[config.mk]
export PLATFORM = sky130hd
export DESIGN_NAME = h264_rtp_packetizer_unit
export DESIGN_NICKNAME = d
export VERILOG_FILES = /design/src/rtl/h264rtp_pkg.sv /design/src/rtl/h264rtp_cfg.sv /design/src/rtl/h264rtp_core.sv /design/src/rtl/h264rtp_ser.sv /design/src/rtl/h264_rtp_packetizer_unit.sv
export VERILOG_INCLUDE_DIRS = /design/src /design/src/rtl
export SDC_FILE = /design/constraint.sdc
export NUM_CORES = 1
export LEC_CHECK = 0
export CAP_MARGIN = 20
export CORE_UTILIZATION = 55
export CTS_BUF_LIST = sky130_fd_sc_hd__clkbuf_8
export CTS_CLUSTER_DIAMETER = 40
export DETAILED_ROUTE_END_ITERATION = 10
export DONT_BUFFER_PORTS = 1
export PLACE_DENSITY_LB_ADDON = 0.2
export SLEW_MARGIN = 20
export SYNTH_ARGS = -nofsm -noshare
export SYNTH_HDL_FRONTEND = slang
export SYNTH_HIERARCHICAL = 1
export SYNTH_SLANG_ARGS = --single-unit
[constraint.sdc]
create_clock -name clk -period 5.5 [get_ports clk]
set_input_delay 1.1 -clock clk [delete_from_list [all_inputs] [get_ports clk]]
set_output_delay 1.1 -clock clk [all_outputs]
set_load 0.1 [all_outputs]
[src/rtl/h264_rtp_packetizer_unit_macros.svh]
// Assertion macros shared by the packetizer RTL.
// Relies on clk and arst_n being visible in the module that uses them.
`ifndef H264_RTP_PACKETIZER_UNIT_MACROS_SVH
`define H264_RTP_PACKETIZER_UNIT_MACROS_SVH

// Same-cycle implication, disabled while in reset.
`define H264RTP_ASSERT_NOW(lbl, ante, cons, msg) \
	lbl: assert property (@(posedge clk) disable iff (!arst_n) (ante) |-> (cons)) \
		else $error(msg);

// Next-cycle implication, disabled while in reset.
`define H264RTP_ASSERT_NEXT(lbl, ante, cons, msg) \
	lbl: assert property (@(posedge clk) disable iff (!arst_n) (ante) |=> (cons)) \
		else $error(msg);

`endif

[src/rtl/h264rtp_pkg.sv]
// Shared types and constants for the H.264 RTP packetizer.
// No dependencies; used by every module of the block.
package h264rtp_pkg;

	localparam int ADDR_BITS = 4;

	typedef enum logic [1:0] {
		REG_SSRC        = 2'd0,
		REG_TS_STEP     = 2'd1,
		REG_MAX_PAYLOAD = 2'd2,
		REG_PAYLOAD_TYPE = 2'd3
	} cfg_reg_t;

	localparam logic [15:0] TS_STEP_RESET     = 16'd3600;
	localparam logic [31:0] MAX_PAYLOAD_RESET = 32'd1400;
	localparam logic [6:0]  PT_RESET          = 7'd96;
	localparam logic [15:0] SEQ_RESET         = 16'd1;

	localparam logic [7:0] RTP_VER_BYTE = 8'h80;
	localparam logic [4:0] NAL_TYPE_SPS = 5'd7;
	localparam logic [4:0] NAL_TYPE_PPS = 5'd8;
	localparam logic [4:0] NAL_TYPE_FUA = 5'd28;

	// Byte positions within one run of output bytes
	typedef enum logic [3:0] {
		POS_VER     = 4'd0,
		POS_PT      = 4'd1,
		POS_SEQ_HI  = 4'd2,
		POS_SEQ_LO  = 4'd3,
		POS_TS_3    = 4'd4,
		POS_TS_2    = 4'd5,
		POS_TS_1    = 4'd6,
		POS_TS_0    = 4'd7,
		POS_SSRC_3  = 4'd8,
		POS_SSRC_2  = 4'd9,
		POS_SSRC_1  = 4'd10,
		POS_SSRC_0  = 4'd11,
		POS_FU_IND  = 4'd12,
		POS_FU_HDR  = 4'd13,
		POS_PAYLOAD = 4'd14
	} pos_t;

	// What one input transaction puts out: optional RTP header, optional
	// FU-A bytes, then always the payload byte.
	typedef struct packed {
		logic        has_hdr;
		logic        has_fu;
		logic [15:0] seq;
		logic [31:0] ts;
		logic [7:0]  fu_ind;
		logic [7:0]  fu_hdr;
		logic [7:0]  pay_byte;
		logic        pay_last;
	} desc_t;

endpackage

[src/rtl/h264rtp_cfg.sv]
// APB register file for the packetizer: ssrc, timestamp step, max payload, payload type.
// Depends on h264rtp_pkg.
module h264rtp_cfg #(
	parameter int PAYLOAD_BITS = 12
) (
	input  logic                              clk,
	input  logic                              arst_n,
	input  logic                              psel,
	input  logic                              penable,
	input  logic                              pwrite,
	input  logic [h264rtp_pkg::ADDR_BITS-1:0] paddr,
	input  logic [31:0]                       pwdata,
	output logic [31:0]                       prdata,
	output logic                              pready,
	output logic [31:0]                       ssrc,
	output logic [15:0]                       ts_step,
	output logic [PAYLOAD_BITS-1:0]           max_payload,
	output logic [6:0]                        payload_type
);

	logic [31:0]             ssrc_q;
	logic [15:0]             ts_step_q;
	logic [PAYLOAD_BITS-1:0] max_payload_q;
	logic [6:0]              payload_type_q;
	logic                    wr_en;
	h264rtp_pkg::cfg_reg_t   reg_sel;

	assign pready  = 1'b1;
	assign wr_en   = psel && penable && pwrite;
	assign reg_sel = h264rtp_pkg::cfg_reg_t'(paddr[3:2]);

	always_ff @(posedge clk or negedge arst_n) begin
		if (!arst_n) begin
			ssrc_q         <= '0;
			ts_step_q      <= h264rtp_pkg::TS_STEP_RESET;
			max_payload_q  <= h264rtp_pkg::MAX_PAYLOAD_RESET[PAYLOAD_BITS-1:0];
			payload_type_q <= h264rtp_pkg::PT_RESET;
		end else if (wr_en) begin
			unique case (reg_sel)
				h264rtp_pkg::REG_SSRC:         ssrc_q         <= pwdata;
				h264rtp_pkg::REG_TS_STEP:      ts_step_q      <= pwdata[15:0];
				h264rtp_pkg::REG_MAX_PAYLOAD:  max_payload_q  <= pwdata[PAYLOAD_BITS-1:0];
				h264rtp_pkg::REG_PAYLOAD_TYPE: payload_type_q <= pwdata[6:0];
			endcase
		end
	end

	always_comb begin
		unique case (reg_sel)
			h264rtp_pkg::REG_SSRC:         prdata = ssrc_q;
			h264rtp_pkg::REG_TS_STEP:      prdata = {16'd0, ts_step_q};
			h264rtp_pkg::REG_MAX_PAYLOAD:  prdata = 32'(max_payload_q);
			h264rtp_pkg::REG_PAYLOAD_TYPE: prdata = {25'd0, payload_type_q};
		endcase
	end

	assign ssrc         = ssrc_q;
	assign ts_step      = ts_step_q;
	assign max_payload  = max_payload_q;
	assign payload_type = payload_type_q;

endmodule

[src/rtl/h264rtp_core.sv]
// Packetizer state: sequence, timestamp, NAL header and fragment tracking.
// Builds at most one output descriptor per input transaction. Depends on h264rtp_pkg.
`include "h264_rtp_packetizer_unit_macros.svh"

module h264rtp_core #(
	parameter int NAL_LENGTH_BITS = 20,
	parameter int PAYLOAD_BITS    = 12
) (
	input  logic                       clk,
	input  logic                       arst_n,
	input  logic                       accept,
	input  logic [7:0]                 nal_byte,
	input  logic                       nal_first,
	input  logic [NAL_LENGTH_BITS-1:0] nal_length,
	input  logic [15:0]                ts_step,
	input  logic [PAYLOAD_BITS-1:0]    max_payload,
	output logic                       emit,
	output h264rtp_pkg::desc_t         desc
);

	localparam int LW = NAL_LENGTH_BITS;
	localparam int PB = PAYLOAD_BITS;
	localparam int CW = (LW > PB) ? LW : PB;

	logic [15:0]   seq_q, seq_d;
	logic [31:0]   ts_q, ts_d;
	logic [7:0]    saved_q, saved_d;
	logic [LW-1:0] left_q, left_d;
	logic [PB-1:0] fpos_q, fpos_d;
	logic          fmode_q, fmode_d;
	logic          ffp_q, ffp_d;

	logic [PB-1:0] mp;
	logic [CW-1:0] mp_c;
	logic [LW-1:0] len;
	logic [LW-1:0] left_dec;
	logic [PB-1:0] fpos_inc;
	logic          frag_end;

	assign mp       = (max_payload == '0) ? PB'(1) : max_payload;
	assign mp_c     = CW'(mp);
	assign len      = (nal_length == '0) ? LW'(1) : nal_length;
	assign left_dec = left_q - LW'(1);
	assign fpos_inc = fpos_q + PB'(1);
	assign frag_end = (left_dec == '0) || (fpos_inc >= mp);

	always_comb begin
		seq_d   = seq_q;
		ts_d    = ts_q;
		saved_d = saved_q;
		left_d  = left_q;
		fpos_d  = fpos_q;
		fmode_d = fmode_q;
		ffp_d   = ffp_q;
		emit    = 1'b0;

		desc          = '0;
		desc.seq      = seq_q;
		desc.ts       = ts_q;
		desc.pay_byte = nal_byte;
		desc.fu_ind   = {1'b0, saved_q[6:5], h264rtp_pkg::NAL_TYPE_FUA};
		desc.fu_hdr   = {ffp_q, (CW'(left_q) <= mp_c), 1'b0, saved_q[4:0]};

		if (nal_first) begin
			// SPS and PPS keep the current timestamp and do not advance it
			if (nal_byte[4:0] != h264rtp_pkg::NAL_TYPE_SPS &&
					nal_byte[4:0] != h264rtp_pkg::NAL_TYPE_PPS) begin
				ts_d = ts_q + {16'd0, ts_step};
			end
			saved_d = nal_byte;
			left_d  = len - LW'(1);
			fpos_d  = '0;
			if (CW'(len) <= mp_c) begin
				fmode_d       = 1'b0;
				ffp_d         = 1'b0;
				emit          = 1'b1;
				desc.has_hdr  = 1'b1;
				desc.ts       = ts_d;
				desc.pay_last = (len == LW'(1));
				seq_d         = seq_q + 16'd1;
			end else begin
				// header byte is dropped; the FU-A bytes carry its fields
				fmode_d = 1'b1;
				ffp_d   = 1'b1;
			end
		end else if (left_q != '0) begin
			emit   = 1'b1;
			left_d = left_dec;
			if (!fmode_q) begin
				desc.pay_last = (left_dec == '0);
			end else begin
				if (fpos_q == '0) begin
					desc.has_hdr = 1'b1;
					desc.has_fu  = 1'b1;
					ffp_d        = 1'b0;
					seq_d        = seq_q + 16'd1;
				end
				desc.pay_last = frag_end;
				fpos_d        = frag_end ? '0 : fpos_inc;
			end
		end
	end

	always_ff @(posedge clk or negedge arst_n) begin
		if (!arst_n) begin
			seq_q   <= h264rtp_pkg::SEQ_RESET;
			ts_q    <= '0;
			saved_q <= '0;
			left_q  <= '0;
			fpos_q  <= '0;
			fmode_q <= 1'b0;
			ffp_q   <= 1'b0;
		end else if (accept) begin
			seq_q   <= seq_d;
			ts_q    <= ts_d;
			saved_q <= saved_d;
			left_q  <= left_d;
			fpos_q  <= fpos_d;
			fmode_q <= fmode_d;
			ffp_q   <= ffp_d;
		end
	end

	`H264RTP_ASSERT_NEXT(a_seq_hold, accept && !(emit && desc.has_hdr), $stable(seq_q),
		"sequence number moved without a header")
	`H264RTP_ASSERT_NOW(a_ffp_mode, !fmode_q, !ffp_q,
		"first-fragment flag set outside fragment mode")
	`H264RTP_ASSERT_NOW(a_fu_has_hdr, emit && desc.has_fu, desc.has_hdr && fmode_q,
		"FU bytes without an RTP header")

endmodule

[src/rtl/h264rtp_ser.sv]
// Output register and byte serializer: walks one descriptor out a byte per transaction.
// Depends on h264rtp_pkg.
`include "h264_rtp_packetizer_unit_macros.svh"

module h264rtp_ser (
	input  logic               clk,
	input  logic               arst_n,
	input  logic               load,
	input  h264rtp_pkg::desc_t desc,
	input  logic [31:0]        ssrc,
	input  logic [6:0]         payload_type,
	output logic               free,
	output logic               out_valid,
	input  logic               out_ready,
	output logic [7:0]         out_byte,
	output logic               packet_first,
	output logic               packet_last,
	output logic               run_last
);

	h264rtp_pkg::desc_t desc_s1;
	h264rtp_pkg::pos_t  pos_q;
	logic               valid_q;
	logic               out_acc;
	logic               at_pay;

	assign at_pay  = (pos_q == h264rtp_pkg::POS_PAYLOAD);
	assign out_acc = valid_q && out_ready;
	// a new descriptor may enter as the payload byte of the current one leaves
	assign free    = !valid_q || (out_ready && at_pay);

	always_ff @(posedge clk) begin
		if (load) begin
			desc_s1 <= desc;
		end
	end

	always_ff @(posedge clk or negedge arst_n) begin
		if (!arst_n) begin
			valid_q <= 1'b0;
			pos_q   <= h264rtp_pkg::POS_VER;
		end else if (load) begin
			valid_q <= 1'b1;
			pos_q   <= desc.has_hdr ? h264rtp_pkg::POS_VER : h264rtp_pkg::POS_PAYLOAD;
		end else if (out_acc) begin
			if (at_pay) begin
				valid_q <= 1'b0;
			end else if (pos_q == h264rtp_pkg::POS_SSRC_0 && !desc_s1.has_fu) begin
				pos_q <= h264rtp_pkg::POS_PAYLOAD;
			end else begin
				pos_q <= h264rtp_pkg::pos_t'(pos_q + 4'd1);
			end
		end
	end

	always_comb begin
		case (pos_q)
			h264rtp_pkg::POS_VER:     out_byte = h264rtp_pkg::RTP_VER_BYTE;
			h264rtp_pkg::POS_PT:      out_byte = {1'b0, payload_type};
			h264rtp_pkg::POS_SEQ_HI:  out_byte = desc_s1.seq[15:8];
			h264rtp_pkg::POS_SEQ_LO:  out_byte = desc_s1.seq[7:0];
			h264rtp_pkg::POS_TS_3:    out_byte = desc_s1.ts[31:24];
			h264rtp_pkg::POS_TS_2:    out_byte = desc_s1.ts[23:16];
			h264rtp_pkg::POS_TS_1:    out_byte = desc_s1.ts[15:8];
			h264rtp_pkg::POS_TS_0:    out_byte = desc_s1.ts[7:0];
			h264rtp_pkg::POS_SSRC_3:  out_byte = ssrc[31:24];
			h264rtp_pkg::POS_SSRC_2:  out_byte = ssrc[23:16];
			h264rtp_pkg::POS_SSRC_1:  out_byte = ssrc[15:8];
			h264rtp_pkg::POS_SSRC_0:  out_byte = ssrc[7:0];
			h264rtp_pkg::POS_FU_IND:  out_byte = desc_s1.fu_ind;
			h264rtp_pkg::POS_FU_HDR:  out_byte = desc_s1.fu_hdr;
			h264rtp_pkg::POS_PAYLOAD: out_byte = desc_s1.pay_byte;
			default:                  out_byte = desc_s1.pay_byte;
		endcase
	end

	assign out_valid    = valid_q;
	assign packet_first = (pos_q == h264rtp_pkg::POS_VER);
	assign packet_last  = at_pay && desc_s1.pay_last;
	assign run_last     = at_pay;

	`H264RTP_ASSERT_NOW(a_free_busy, valid_q && free, at_pay,
		"input side opened before the payload byte")
	`H264RTP_ASSERT_NEXT(a_run_gapless, out_acc && !at_pay, valid_q,
		"gap inside a run of output bytes")
	`H264RTP_ASSERT_NOW(a_last_in_run, valid_q && packet_last, run_last,
		"packet end away from the payload byte")

endmodule

[src/rtl/h264_rtp_packetizer_unit.sv]
// H.264 RTP packetizer: top level joining registers, packet state and serializer.
// Depends on h264rtp_pkg, h264rtp_cfg, h264rtp_core and h264rtp_ser.
//
// Input channel (in_valid/in_ready) takes one NAL byte per transaction;
// nal_first marks the NAL header byte and nal_length is sampled with it.
// Output channel (out_valid/out_ready) gives one RTP packet byte per
// transaction, with packet_first/packet_last framing and run_last on the
// final byte produced by each input byte.
// An input byte yields 0, 1, 13 (new single-NAL packet) or 15 (new FU-A
// fragment) output bytes. The header byte of a fragmented NAL yields none.
// The first output byte is valid in the cycle after the input transaction.
// Throughput: payload bytes run at one per cycle while out_ready is high;
// an item that opens a packet holds the input while the one-byte output
// serializer sends its header bytes, and the next input is taken as its last byte leaves.
// Reset clears sequence (to 1), timestamp and fragment state and loads the
// register defaults. A stalled receiver holds the current byte and, once the
// output register is full, stalls the input side.
// Registers sit on APB at 0x0 ssrc, 0x4 timestamp step, 0x8 max payload,
// 0xC payload type; pready is always high.
module h264_rtp_packetizer_unit #(
	parameter int NAL_LENGTH_BITS = 20,
	parameter int PAYLOAD_BITS    = 12
) (
	input  logic                              clk,
	input  logic                              arst_n,
	input  logic                              psel,
	input  logic                              penable,
	input  logic                              pwrite,
	input  logic [h264rtp_pkg::ADDR_BITS-1:0] paddr,
	input  logic [31:0]                       pwdata,
	output logic [31:0]                       prdata,
	output logic                              pready,
	input  logic                              in_valid,
	output logic                              in_ready,
	input  logic [7:0]                        nal_byte,
	input  logic                              nal_first,
	input  logic [NAL_LENGTH_BITS-1:0]        nal_length,
	output logic                              out_valid,
	input  logic                              out_ready,
	output logic [7:0]                        out_byte,
	output logic                              packet_first,
	output logic                              packet_last,
	output logic                              run_last
);

	logic [31:0]             ssrc;
	logic [15:0]             ts_step;
	logic [PAYLOAD_BITS-1:0] max_payload;
	logic [6:0]              payload_type;
	logic                    accept;
	logic                    emit;
	logic                    free;
	h264rtp_pkg::desc_t      desc;

	assign in_ready = free;
	assign accept   = in_valid && free;

	h264rtp_cfg #(
		.PAYLOAD_BITS(PAYLOAD_BITS)
	) u_cfg (
		.clk         (clk),
		.arst_n      (arst_n),
		.psel        (psel),
		.penable     (penable),
		.pwrite      (pwrite),
		.paddr       (paddr),
		.pwdata      (pwdata),
		.prdata      (prdata),
		.pready      (pready),
		.ssrc        (ssrc),
		.ts_step     (ts_step),
		.max_payload (max_payload),
		.payload_type(payload_type)
	);

	h264rtp_core #(
		.NAL_LENGTH_BITS(NAL_LENGTH_BITS),
		.PAYLOAD_BITS   (PAYLOAD_BITS)
	) u_core (
		.clk        (clk),
		.arst_n     (arst_n),
		.accept     (accept),
		.nal_byte   (nal_byte),
		.nal_first  (nal_first),
		.nal_length (nal_length),
		.ts_step    (ts_step),
		.max_payload(max_payload),
		.emit       (emit),
		.desc       (desc)
	);

	h264rtp_ser u_ser (
		.clk         (clk),
		.arst_n      (arst_n),
		.load        (accept && emit),
		.desc        (desc),
		.ssrc        (ssrc),
		.payload_type(payload_type),
		.free        (free),
		.out_valid   (out_valid),
		.out_ready   (out_ready),
		.out_byte    (out_byte),
		.packet_first(packet_first),
		.packet_last (packet_last),
		.run_last    (run_last)
	);

endmodule

==> impl_results.md <==
- Status: finished, final reports clean
- Total power: 8.21 mW
- Peak VDD IR: 338 uV
- Critical-path maximum fanout: 13
- Crit-path max cell delay: 640 ps
- Post-Synth Adder-Cell Area: approximately 5.9%
- Max-slew violations: 0
- Placer Congestion: slightly above 0.9
- Async SR Flop Fraction: 68.5%
- H-tree Lvls: 2
- Max-Cap Viols: 0
- Area of the die: 26000 um2
- Cell Rows: 57
- Final Hold Violating Endpoints: 0
- Combinational share of power: 42.2%
- Starting Density: a little under three fifths
- Post-CTS Hold Fix Bufs: 0
- Crit-path slowest cell: nand4_1
- Critical Path RT: 5780 ps
- GRT overflow: 0
- Clock tree buffer depth: 3
- Period minus WS final: 4490 ps
- Avg Vias per Cell: between 6 and 7
- Drt first pass iters: 5
- Most common cell after layout, fill and taps aside: dfrtp_1
- Simple-gate share of the synthesized area: 16.3%
- Primary FF master, synth: dfrtp_1
- Clk slew on worst S/H paths: 60 ps
- IO Pins: 118
- Nets: around 1500
- Port bufs: 0
- # setup viols final: 0
- PostCTS Resize Cnt: 0
- DRC Markers: 0
- CTS tree: done
- Largest net degree at the start of global routing: 162
- Post-Synth XOR/XNOR Area: 5.28%
- Most frequent cells in the layout: dfrtp_1 (147), nand2_1 (123), edfxtp_1 (74)
- Worst-Margin Slew: approximately 1100 ps
- Hpwl dp: about 25 mm
- CP Cell Sequence: or4_1 > nor3_1 > nor3b_1 > nor2_1 > ha_1 > nand4_1 > or3_1 > o311ai_2 > nand4_1 > nor4_1 > xor2_1
- Sw Ratio: 44.5%
- Busiest grt layer: met2
- Fillers: 2029
- RSZ-0062 raised after global routing: no
- Routed len/inst: roughly 21 um
- Crit path max-delay family: simple AND/OR/NAND/NOR gates
- Syn Area/Cell: 10.4 um2
- Syn-to-layout area delta: 9.06%
- Post-Syn Area: 13900 um2
- Worst Hold Class: in -> async
- P_leak: 6.47 nW
- CP Capture Type: register
- First-pass GRT wire length: about 57 mm
- Compound-gate portion of the synthesized area: 12.5%
- F_max: 0.222 GHz
- GR Util met2: 44.4%
- Final period util: around four fifths
- Number of diodes: 0
- Clk pwr share: 23.6%
- Clock Skews: 37.6 ps
- Critical Path AT: 4770 ps
- Yosys warns: 6
- Largest family of logic cells by synthesized area: simple AND/OR/NAND/NOR gates
- NetSw: 3.65 mW
- GRT met3 Usage: 5.52%
- Skew-Pair Late Insertion Delay: roughly 570 ps
- Met1 GRT Util: roughly two fifths
- Mux cell area share after synthesis: 10.3%
- Vias: 10500
- CP bufs+invs: 0
- Most frequent CP cell: nand4_1
- Die H: roughly 160 um
- Setup TNS: 0 ps
- Root buffer cell: clkbuf_8
- Core region area: 24600 um2
- DRT antenna net count: 0
- CP Launch Type: input port
- Starting DRC count in detailed routing: 918
- Post-synth EDFFs: 74
- Sequential share of power: approximately a third
- Pint: 4.56 mW
- Critical path class: in -> reg
- Total Routing Usage GR: about 28%
- Vias in the first global route: 10200
- Post-CTS setup buffers: 0
- Antenna violations before repair: 0
- Relative slew slack: 25.3%
- Library cells used by synthesis: 84
- Clock sinks: 235
- Die width: between 150 and 200 um
- Sequential element share of the synthesized area: 45.0%
- Post-Route WL: approximately 35 mm
- Syn Inst Count: between 1000 and 1500
- Synth Register Bits: 235
- Number of CTS-inserted buffers: 45
- PD cells: 540 nW/um2
- Share of cells above drive strength 1: 17.3%
==> metrics by stage <==
step	util (%)	hold WS, ps	setup WS (ps)	cells	area, um2
3_5_place_dp	57.6	434	542	1605	14200
4_1_cts	61.7	192	1090	1688	15200
3_3_place_gp	57.6	429	565	1605	14200
5_1_grt	61.8	194	865	1688	15200
6_report	61.8	222	1010	1688	15200
2_1_floorplan	-	425	596	1348	14000
==> flip-flops by register name, summed over array words and instances (netlist names) <==
signal              cells
u_cfg/payload_type      7
u_core/fpos_q          12
u_core/left_q          20
u_ser/pos_q             4
u_cfg/ssrc             32
u_core/seq_q           16
u_ser/desc_s1          74
u_core/ffp_q            1
u_core/ts_q            32
u_ser/out_valid         1
u_core/fmode_q          1
u_cfg/ts_step          16
u_cfg/max_payload      12
u_core/saved_q          7
==> cell families after synthesis <==
logic type	count (synthesis)
xor+xnor	84
compound gates	263
buf+inv	134
fa+ha+maj	65
flops	235
other cells	3
simple gates	436
mux	123
==> synth_stat cells, types with 17 or more instances <==
library cell,n,area (um2)
o22ai_1,17,106
a21oi_1,54,270
nor4_1,19,119
and2_1,26,163
xor2_1,52,455
buf_4,29,218
a21o_1,19,143
xnor2_1,32,280
nand2_1,123,462
clkbuf_1,40,150
nor2_1,64,240
edfxtp_1,74,2220
nor3_1,54,270
mux2i_1,29,290
dfrtp_1,148,3700
inv_1,41,154
buf_2,17,85.1
nand4_1,19,119
mux2_2,73,822
a22oi_1,19,143
nand3_1,41,205
o21ai_0,56,280
ha_1,64,801
==> power groups by stage <==
stage          logic, mW  registers (mW)  clock network (mW)
6_report            3.47            2.80                1.94
3_5_place_dp        3.42            2.82                   0
3_3_place_gp        3.36            2.80                   0
2_1_floorplan       2.84            2.58                   0
4_1_cts             3.44            2.79                1.98
5_1_grt             3.75            2.86                2.05
==> area by class of cell <==
cell class / instances / area (um2) / area share (%)
clock inverters: 36 / 375 / 2.47
repair buffers: 24 / 225 / 1.48
multi-input cells: 979 / 7120 / 46.8
inverters: 43 / 161 / 1.06
well taps: 324 / 405 / 2.67
flip-flops and latches: 235 / 6270 / 41.2
clock buffers: 47 / 647 / 4.25
==> layer usage <==
layer | vias to the layer above | part of all wire, %
met1 | 5167 | 44
met2 | 377 | 46
li1 | 4882 | -
met4 | 0 | 2.5
met5 | - | 0
met3 | 61 | 6.9
==> worst paths after layout <==
check,from,endpoint,slack (ps),cells after the start
min,arst_n,u_cfg/max_payload[7]$_DFFE_PN0P_,220,0
max in group asynchronous,arst_n,u_core/seq_q[0]$_DFFE_PN1P_,4940,0
max reg2reg,u_ser/pos_q[0]$_DFFE_PN0P_,u_core/ts_q[17]$_DFFE_PN0P_,1800,11
max,nal_length[15],u_ser/desc_s1[56]$_DFFE_PP_,1010,11
min in group clk,u_core/saved_q[5]$_DFFE_PN0P_,u_ser/desc_s1[22]$_DFFE_PP_,430,0
min reg2reg,u_core/saved_q[5]$_DFFE_PN0P_,u_ser/desc_s1[22]$_DFFE_PP_,430,0
No activity file was read; power rests on OpenSTA's default activity.
